===== config.mk =====
export PLATFORM = sky130hd
export DESIGN_NAME = tsa_age_unit
export DESIGN_NICKNAME = d
export VERILOG_FILES = /design/src/rtl/tsa_pkg.sv /design/src/rtl/tsa_age_unit.sv
export SDC_FILE = /design/constraint.sdc
export NUM_CORES = 1
export LEC_CHECK = 0
export BUFFER_PORTS_ARGS = -buffer_cell sky130_fd_sc_hd__buf_2
export CAP_MARGIN = 25
export CORE_MARGIN = 4
export CORE_UTILIZATION = 45
export CTS_BUF_LIST = sky130_fd_sc_hd__clkbuf_4 sky130_fd_sc_hd__clkbuf_8
export DETAILED_ROUTE_END_ITERATION = 10
export GPL_TIMING_DRIVEN = 1
export PLACE_DENSITY = 0.65
export SYNTH_ARGS = -nofsm -noshare
export SYNTH_HDL_FRONTEND = slang
export SYNTH_SLANG_ARGS = --single-unit

===== constraint.sdc =====
create_clock -name i_clk -period 6 [get_ports i_clk]
set_clock_uncertainty 0.1 [all_clocks]
set_input_delay 0.6 -clock i_clk [delete_from_list [all_inputs] [get_ports i_clk]]
set_output_delay 0.6 -clock i_clk [all_outputs]
set_load 0.01 [all_outputs]

===== src/rtl/tsa_pkg.sv =====
// Package for the two-task assigner: operation, status and task codes,
// sequencer state type and the age unit control struct. No dependencies.
package tsa_pkg;

    localparam int DEF_MAX_ITEMS = 64;
    localparam int DEF_MAX_EDGES = 1024;
    localparam int AGE_ADDR_W    = 10;

    localparam logic [2:0] OP_CLEAR = 3'd0;
    localparam logic [2:0] OP_SET   = 3'd1;
    localparam logic [2:0] OP_ADD   = 3'd2;
    localparam logic [2:0] OP_SOLVE = 3'd3;
    localparam logic [2:0] OP_READ  = 3'd4;

    localparam logic [1:0] STAT_OK    = 2'd0;
    localparam logic [1:0] STAT_NOSOL = 2'd1;
    localparam logic [1:0] STAT_FULL  = 2'd2;

    localparam logic [1:0] TASK_A = 2'd0;
    localparam logic [1:0] TASK_B = 2'd1;
    localparam logic [1:0] TASK_C = 2'd2;

    typedef enum logic [4:0] {
        S_IDLE, S_DISPATCH, S_AGE_WR, S_CF_YA, S_CF_YB, S_CF_CHK, S_E_RD, S_E_WR,
        S_RD_Y, S_SV_ITEM, S_W_MARK, S_W_PUSH, S_W_LOOP, S_W_POP, S_W_EDGE,
        S_RB_RD, S_RB_CLR, S_DONE
    } t_state;

    typedef struct packed {
        logic                  rd;
        logic                  wr;
        logic                  clr;
        logic [AGE_ADDR_W-1:0] addr;
        logic [15:0]           wdata;
    } t_age_ctl;

endpackage


===== src/rtl/tsa_age_unit.sv =====
// Age store, running age total and the shared multiply-compare that
// classifies an item as younger. Depends on tsa_pkg.
module tsa_age_unit #(
    parameter int MAX_ITEMS = tsa_pkg::DEF_MAX_ITEMS
) (
    input  logic                             i_clk,
    input  logic                             i_rst_n,
    input  tsa_pkg::t_age_ctl                i_ctl,
    input  logic [$clog2(MAX_ITEMS+2)-1:0]   i_count,
    output logic                             o_younger
);
    import tsa_pkg::*;

    localparam int IW  = $clog2(MAX_ITEMS + 2);
    localparam int IXW = $clog2(MAX_ITEMS);
    localparam int PW  = 16 + IW;

    logic [15:0]          r_mem [MAX_ITEMS];
    logic [15:0]          r_rd;
    logic [PW-1:0]        r_total;
    logic [MAX_ITEMS-1:0] r_aval;
    logic                 r_rd_v;
    logic [15:0]          old_age;

    always_ff @(posedge i_clk) begin
        if (i_ctl.rd) begin
            r_rd <= r_mem[i_ctl.addr[IXW-1:0]];
        end
        if (i_ctl.wr) begin
            r_mem[i_ctl.addr[IXW-1:0]] <= i_ctl.wdata;
        end
    end

    // A slot not written since reset or clear counts as age zero
    always_ff @(posedge i_clk) begin
        if (!i_rst_n) begin
            r_aval <= '0;
            r_rd_v <= 1'b0;
        end else begin
            if (i_ctl.rd) begin
                r_rd_v <= r_aval[i_ctl.addr[IXW-1:0]];
            end
            if (i_ctl.clr) begin
                r_aval <= '0;
            end else if (i_ctl.wr) begin
                r_aval[i_ctl.addr[IXW-1:0]] <= 1'b1;
            end
        end
    end

    assign old_age = r_rd_v ? r_rd : 16'd0;

    // Replace the old age in the total; old age was fetched the cycle before
    always_ff @(posedge i_clk) begin
        if (!i_rst_n) begin
            r_total <= '0;
        end else if (i_ctl.clr) begin
            r_total <= '0;
        end else if (i_ctl.wr) begin
            r_total <= r_total - PW'(old_age) + PW'(i_ctl.wdata);
        end
    end

    assign o_younger = (PW'(old_age) * PW'(i_count)) < r_total;

endmodule


==> results.yml, run 1 <==
critical_path:
  cpPeakStageDelay_ns: 0.52
  criticalPathCategory: "reg2out"
  crit_required_ns: 5.30
  crit_path_start_kind: "flop"
  cp_data_arrival_time_ns: 6.26
  worst_path_most_repeated_cell: "fa_1"
  rr_endpoint: "r_total[21]$_SDFFE_PP0P_"
  r2r-start: "r_rd_v$_SDFFE_PN0P_"
  cp_slowest_cell: "fa_1"
  cp_max_fo: 4
  endpoint_kind: "primary output"
  r2r_setup_slack_ns: 2.33
  rr_worst_depth: 13
synth:
  synth_seq_area_share_pct: 67.5
  netlist_instances: 3163
  syn_nets: 3372
  yosys.area.top_type: "edfxtp_1"
  syn_avg_cell_area_sq_um: 15.5
  synth-edff-count: 1040
  synth_most_common_cell: "edfxtp_1"
  yosys-top-cells-count: "edfxtp_1, nor2_1, mux2i_1, a221oi_1, a21oi_1"
  synth-async-reset-ratio_pct: 0
  synth-seq-cells: 1128
  ys_types: 74
  synth.top_cell.area_share_pct: 63.9
  synth_flop_cell: "edfxtp_1"
  synthTopCellsByArea: "edfxtp_1, mux4_2, dfxtp_1"
  yosysWarnings: 0
  syn_area_sq_mm: 0.0489
timing:
  slew_headroom_pct: 30.0
  rsz0062_at_grt: "yes"
  finalMaxSlewViolations: 0
  post-route-period-util_pct: 116
  min_period_ns: 6.96
  hold_violations: 0
  max_freq_ghz: 0.144
  fin_ws_ns: -0.956
  setup_viol: 1
  worst_pin_slew_ns: 1.05
placed_design:
  dp_cells: 4621
  dp_hpwl_mm: 87.4
  dpl_cell_area_sq_mm: 0.0519
  place_congestion: 0.905
  port-buffer-count: 34
die:
  core_area_sq_mm: 0.108
  die_w_um: 338
  initial_core_util_pct: 45.5
  num_rows: 120
  fp.dieArea_sq_mm: 0.114
  ios: 39
  die_h_um: 338
global_routing:
  antenna_found_initial: 7
  grt_usage_pct: 24.8
  first_global_vias: 29700
  grt_pass1_wl_mm: 204
  grt_max_degree: 89
  overflow: 0
power_and_ir_drop:
  power_frac_comb_pct: 10.8
  pwr-share-clk_pct: 38.6
  seq_power_share_pct: 50.6
  p_sw_mw: 4.33
  internal-power_mw: 12.9
  cellPowerDensity_mw_per_mm2: 308
  ir_drop_mv: 0.193
  p_leak_nw: 19.7
  finalPower_mw: 17.2
  netSwitchingFraction_pct: 25.1
worst_hold_path:
  hold_end: "r_mem[33][0]$_DFFE_PP_"
  whs_path_depth: 1
  holdCritStartpoint: "i_ctl[0]"
  hold_path_class: "in2reg"
drt:
  drc: 0
  wl_mm: 141
  dr.pass1.iters: 6
  vias: 30100
  wire_per_inst_um: 28.5
  vias_per_cell: 6.07
  drt_iter0_drc: 3539
  ant_nets: 0
outcome:
  violations: "setup timing"
  status: "finished with violations"
cts:
  cts.clk_slew.worst_paths_ns: 0.06
  cts_max_path_buffers: 3
  numCtsBuffers: 176
  cts_max_level: 4
  insertion_delay_ns: 0.89
  cts_tree: "built"
  numClockSinks: 1128
  cts-root-buf: "clkbuf_8"
cells_and_area:
  area_delta_synth_final_pct: 14.3
  design_area_sq_mm: 0.0559
  nFillCells: 8800
  drive_above_1_share_pct: 23.5
  regArea_sq_mm: 0.0330
  final_nets: 3616
  layoutNonFillerInstCount: 4958
  multi_input_area_sq_mm: 0.0149
  final_core_util_pct: 52.0
job:
  cap_viol_max_count: 0
## through the flow
step | hold slack (ns) | worst slack, ns | setup TNS [ns]
6_report | 0.0507 | -0.956 | -0.956
5_1_grt | 0.0227 | -1.27 | -1.27
4_1_cts | 0.0141 | -1.07 | -1.07
3_5_place_dp | 0.355 | -0.534 | -0.534
3_3_place_gp | 0.344 | -0.499 | -0.499
2_1_floorplan | 0.335 | -0.0309 | -0.0309
## power by group through the flow
stage / Combinational (mW) / Clock, mW / Sequential, mW
final: 1.86 / 6.65 / 8.72
after global routing: 2.02 / 7.11 / 8.72
after CTS: 1.83 / 6.74 / 8.72
after detailed placement: 1.80 / 0 / 8.89
after global placement: 1.78 / 0 / 8.88
after floorplan: 1.10 / 0 / 8.87
## worst max-delay path by stage
stage                            from         to  slack [ns]  cells after the start
floorplan                  i_count[3]  o_younger       -0.03                     23
global placement           i_count[1]  o_younger       -0.50                     25
detailed placement         i_count[1]  o_younger       -0.53                     25
CTS                 r_rd[5]$_DFFE_PP_  o_younger       -1.07                     24
global route        r_rd[5]$_DFFE_PP_  o_younger       -1.27                     25
finish              r_rd[5]$_DFFE_PP_  o_younger       -0.96                     25
## critical path: cells and delay by family, from the launching register on
family | cells | cell delay, ns
adders and majority gates | 6 | 2.51
AOI/OAI and AO/OA | 6 | 0.88
buffers and inverters | 7 | 0.82
and+or+nand+nor | 5 | 0.59
DFF | 1 | 0.47
xor gates and xnor gates | 1 | 0.13
## kinds of logic after synthesis
logic type	synth area share [%]
muxes	8.81
AOI/OAI and AO/OA	8.56
DFF	67.5
buffers and inverters	2.97
xor gates and xnor gates	0.591
and+or+nand+nor	5.92
adders and majority gates	5.68
## what timing repair did
item,in CTS,in global routing
hold buffers,1,0
pin swaps,9,11
setup endpoints to repair,1,1
hold endpoints to repair,1,0
cloned,0,0
gates resized for setup,15,18
setup buffers,6,1
## sequential cells by signal, summed over array words and instances, names as in the netlist
name and cells:
r_mem 1024, r_rd 16, r_total 23, r_rd_v 1, r_aval 64
## layout by cell type (no fill, tap or decap), types with 8 or more instances in the layout
cell and n:
inv_12 9, o211ai_1 12, inv_1 113, ha_1 80, a22o_1 25, a22oi_1 59, nand3_1 42, buf_8 11
nand2_1 106, nor3_1 13, and3_1 83, clkbuf_4 70, and2_1 8, a31oi_1 12, buf_2 31, xor2_1 8
a21oi_1 112, clkbuf_8 198, mux2_2 72, mux2i_1 132, o221ai_1 15, o21a_1 12, edfxtp_1 1040, nand4_1 11
clkinv_1 24, clkinv_2 17, a221oi_1 131, fa_1 84, a21o_1 28, nor2_2 49, buf_4 201, o22ai_1 53
and3_4 8, mux4_2 95, o21ai_0 80, dfxtp_1 87, nor2_1 227, xnor2_1 25
## layer usage
metal	vias up	part of all wire, %	GRT usage (%)
li1	12900	-	-
met1	15300	40	33.9
met4	2	4.9	11.3
met5	-	0.0092	0
met2	1619	45	37.6
met3	341	10	6.27
## area by class of cell
class | instances | area share, %
multi-input combinational | 1727 | 26.7
antenna | 3 | 0.0134
clock inverter | 56 | 0.793
timing repair buffer | 258 | 3.76
tap | 1403 | 3.14
inverter | 116 | 0.781
clock buffer | 267 | 5.80
sequential | 1128 | 59.0
Power figures use the tool's default switching activity.
==> inputs of run 2 (changes only) <==
--- a/config.mk
+++ b/config.mk
@@ -5,6 +5,7 @@
 export SDC_FILE = /design/constraint.sdc
 export NUM_CORES = 1
 export LEC_CHECK = 0
+export ABC_AREA = 1
 export BUFFER_PORTS_ARGS = -buffer_cell sky130_fd_sc_hd__buf_2
 export CAP_MARGIN = 25
 export CORE_MARGIN = 4
@@ -16,3 +17,4 @@
 export SYNTH_ARGS = -nofsm -noshare
 export SYNTH_HDL_FRONTEND = slang
 export SYNTH_SLANG_ARGS = --single-unit
+export TNS_END_PERCENT = 10
==> run 2 against run 1 <==
  * The flow still finishes with violations (setup timing)
  * Via count is 10% higher
  * Critical path depth increased by 1
  * Non-clock buffer count increased by 21
  * Final cell count rose by 22%
  * Synthesized cell count rose by 33%
  * Combinational power fell by 22%
  * Wire length increased by 0.55%
  * Critical path type unchanged
  * Largest cell class unchanged
==> results.yml, run 2 <==
timing:
  fin_ws_ns: -0.625
  hold_violations: 0
  max_freq_ghz: 0.151
  min_period_ns: 6.63
  finalMaxSlewViolations: 0
  holdWs_ns: 0.0756
  worst_pin_slew_ns: 1.13
  slew_headroom_pct: 23.7
  post-route-period-util_pct: 110
  rsz0062_at_grt: "yes"
  setup_viol: 1
power_and_ir_drop:
  pwr-share-clk_pct: 38.2
  netSwitchingFraction_pct: 24.6
  internal-power_mw: 12.4
  ir_drop_mv: 0.155
  seq_power_share_pct: 53.0
  power_frac_comb_pct: 8.8
  p_sw_mw: 4.03
  p_leak_nw: 21.2
  cellPowerDensity_mw_per_mm2: 292
  finalPower_mw: 16.4
global_routing:
  overflow: 0
  grt_pass1_wl_mm: 207
  grt_usage_pct: 25.0
  antenna_found_initial: 12
  first_global_vias: 31900
  grt_max_degree: 66
critical_path:
  cp_max_fo: 6
  crit_required_ns: 5.30
  criticalPathCategory: "reg2out"
  cp_data_arrival_time_ns: 5.93
  endpoint_kind: "primary output"
  crit_path_start_kind: "flop"
placed_design:
  place_congestion: 0.900
  preCtsSetupSlack_ns: -0.362
  port-buffer-count: 34
  dp_hpwl_mm: 88.0
  dp_cells: 5722
drt:
  drt_iter0_drc: 3857
  dr.pass1.iters: 8
  vias_per_cell: 5.50
  ant_nets: 0
  wire_per_inst_um: 23.5
  drc: 0
  vias: 33200
  wl_mm: 142
worst_hold_path:
  hold_path_class: "in2reg"
outcome:
  status: "finished with violations"
  violations: "setup timing"
synth:
  synthTopCellsByArea: "edfxtp_1, nand2_1, dfxtp_1"
  synth_most_common_cell: "nand2_1"
  synth-simple-area-share_pct: 16.8
  yosys.area_share.xor_xnor_pct: 0.487
  synth-async-reset-ratio_pct: 0
  synth-seq-cells: 1128
  synth_flop_cell: "edfxtp_1"
  syn_avg_cell_area_sq_um: 11.5
  netlist_instances: 4207
  yosysWarnings: 0
  syn_nets: 4416
  synth_seq_area_share_pct: 67.9
  synth-edff-count: 1040
  ys_types: 45
  syn_area_sq_mm: 0.0486
  yosys-top-cells-count: "nand2_1, edfxtp_1, nor2_1, inv_1, a21oi_1"
  synth-compound-area-share_pct: 5.17
  synth.top_cell.area_share_pct: 64.3
  synth_top_family_by_area: "simple AND/OR/NAND/NOR gates"
  yosys.area_share.adder_pct: 5.72
  yosys.area.top_type: "edfxtp_1"
  synth.area.mux_share_pct: 0
cells_and_area:
  drive_above_1_share_pct: 16.2
  area_delta_synth_final_pct: 15.5
  mostFrequentLayoutCells: "nand2_1, edfxtp_1, nor2_1"
  largest_reg_flops: 1024
  final_nets: 4714
  final_core_util_pct: 52.4
  layoutNonFillerInstCount: 6044
  layout_commonest_cell: "nand2_1"
die:
  ios: 39
  fp.dieArea_sq_mm: 0.113
  die_h_um: 337
  num_rows: 120
  initial_core_util_pct: 45.4
  core_area_sq_mm: 0.107
  die_w_um: 337
cts:
  cts-root-buf: "clkbuf_8"
  cts_max_level: 4
  cts_tree: "built"
  cts_max_path_buffers: 3
  numCtsBuffers: 171
  numClockSinks: 1128
  cts.clk_slew.worst_paths_ns: 0.06
  insertion_delay_ns: 0.84
job:
  cap_viol_max_count: 0
run 2: cell count changes in the layout (fill, tap and decap cells not counted), moves of 48 or more:
cell / delta
nand2_1: +1150
inv_1: +164
mux2i_1: -132
a221oi_1: -131
nand4_1: +116
mux4_2: -95
nor2_1: +93
nand3_1: +82
and3_1: -81
mux2_2: -72
o22ai_1: -52
a21oi_1: +48
run 2: layout make-up:
type / count / area, sq um
Multi-Input combinational cell: 2623 / 14300
Inverter: 302 / 1160
Sequential cell: 1128 / 33000
Fill cell: 9167 / 50900
Antenna cell: 3 / 7.51
Clock inverter: 61 / 412
Tap cell: 1403 / 1760
Timing Repair Buffer: 279 / 2510
Clock buffer: 245 / 2950
run 2: logic make-up after synthesis:
family          count (synthesis)
compound gates                436
xor+xnor                       27
fa+ha+maj                     171
buf+inv                       456
flops                        1128
simple gates                 1989
run 2: power by group through the flow:
stage | combinational, mW | sequential [mW] | clock (mW)
after floorplan | 0.768 | 8.84 | 0
after global placement | 1.35 | 8.85 | 0
after detailed placement | 1.37 | 8.85 | 0
after CTS | 1.41 | 8.69 | 6.32
after global routing | 1.58 | 8.69 | 6.71
final | 1.45 | 8.69 | 6.26
run 2: routing by layer:
| layer | track usage, % | part of all wire (%) | up-vias |
|---|---|---|---|
| met3 | 5.55 | 10 | 292 |
| met2 | 38.1 | 44 | 1707 |
| li1 | - | - | 15100 |
| met1 | 34.9 | 41 | 16200 |
| met4 | 10.0 | 4.0 | 12 |
| met5 | 0 | 0.050 | - |
run 2: critical path: stages (launching register included):
cell and delay (ns):
dfxtp_4 0.39, buf_6 0.13, nand2_1 0.06, buf_6 0.14, nor2_1 0.11, fa_1 0.46
fa_2 0.60, fa_1 0.42, inv_1 0.08, fa_1 0.40, inv_1 0.10, ha_4 0.22
a21o_1 0.21, a21oi_2 0.16, buf_4 0.12, buf_4 0.10, buf_4 0.10, o221ai_2 0.08
xor2_1 0.17, ha_1 0.31, a21oi_1 0.15, o21a_1 0.13, o21ai_1 0.06, nand3_1 0.07
nand3_1 0.07, nor2_1 0.10, buf_2 0.14
run 2: what timing repair did:
action                                  4_1_cts  5_1_grt
hold buffers                                  2        0
buffers inserted                              4        1
endpoints found under the setup margin        1        1
pin swaps                                    21       30
cloned                                        1        0
gates resized for setup                      69       63
hold endpoints to repair                      2        0
run 2: metrics by stage:
stage / area (sq um) / TNS [ns]
3_5_place_dp: 52100 / -0.362
6_report: 56100 / -0.625
5_1_grt: 56100 / -0.892
2_1_floorplan: 48600 / 0
3_3_place_gp: 51600 / -0.348
4_1_cts: 55800 / -0.736
run 2: worst paths after layout:
| check | start | end | slack [ns] | depth (start not counted) |
|---|---|---|---|---|
| worst max register to register | r_rd_v$_SDFFE_PN0P_ | r_total[16]$_SDFFE_PP0P_ | 2.83 | 17 |
| worst min-delay path | i_ctl[5] | r_mem[49][5]$_DFFE_PP_ | 0.08 | 1 |
| worst max-delay path | r_rd_v$_SDFFE_PN0P_ | o_younger | -0.63 | 26 |
| worst min register to register | r_aval[27]$_SDFFE_PP0P_ | r_aval[27]$_SDFFE_PP0P_ | 0.37 | 2 |
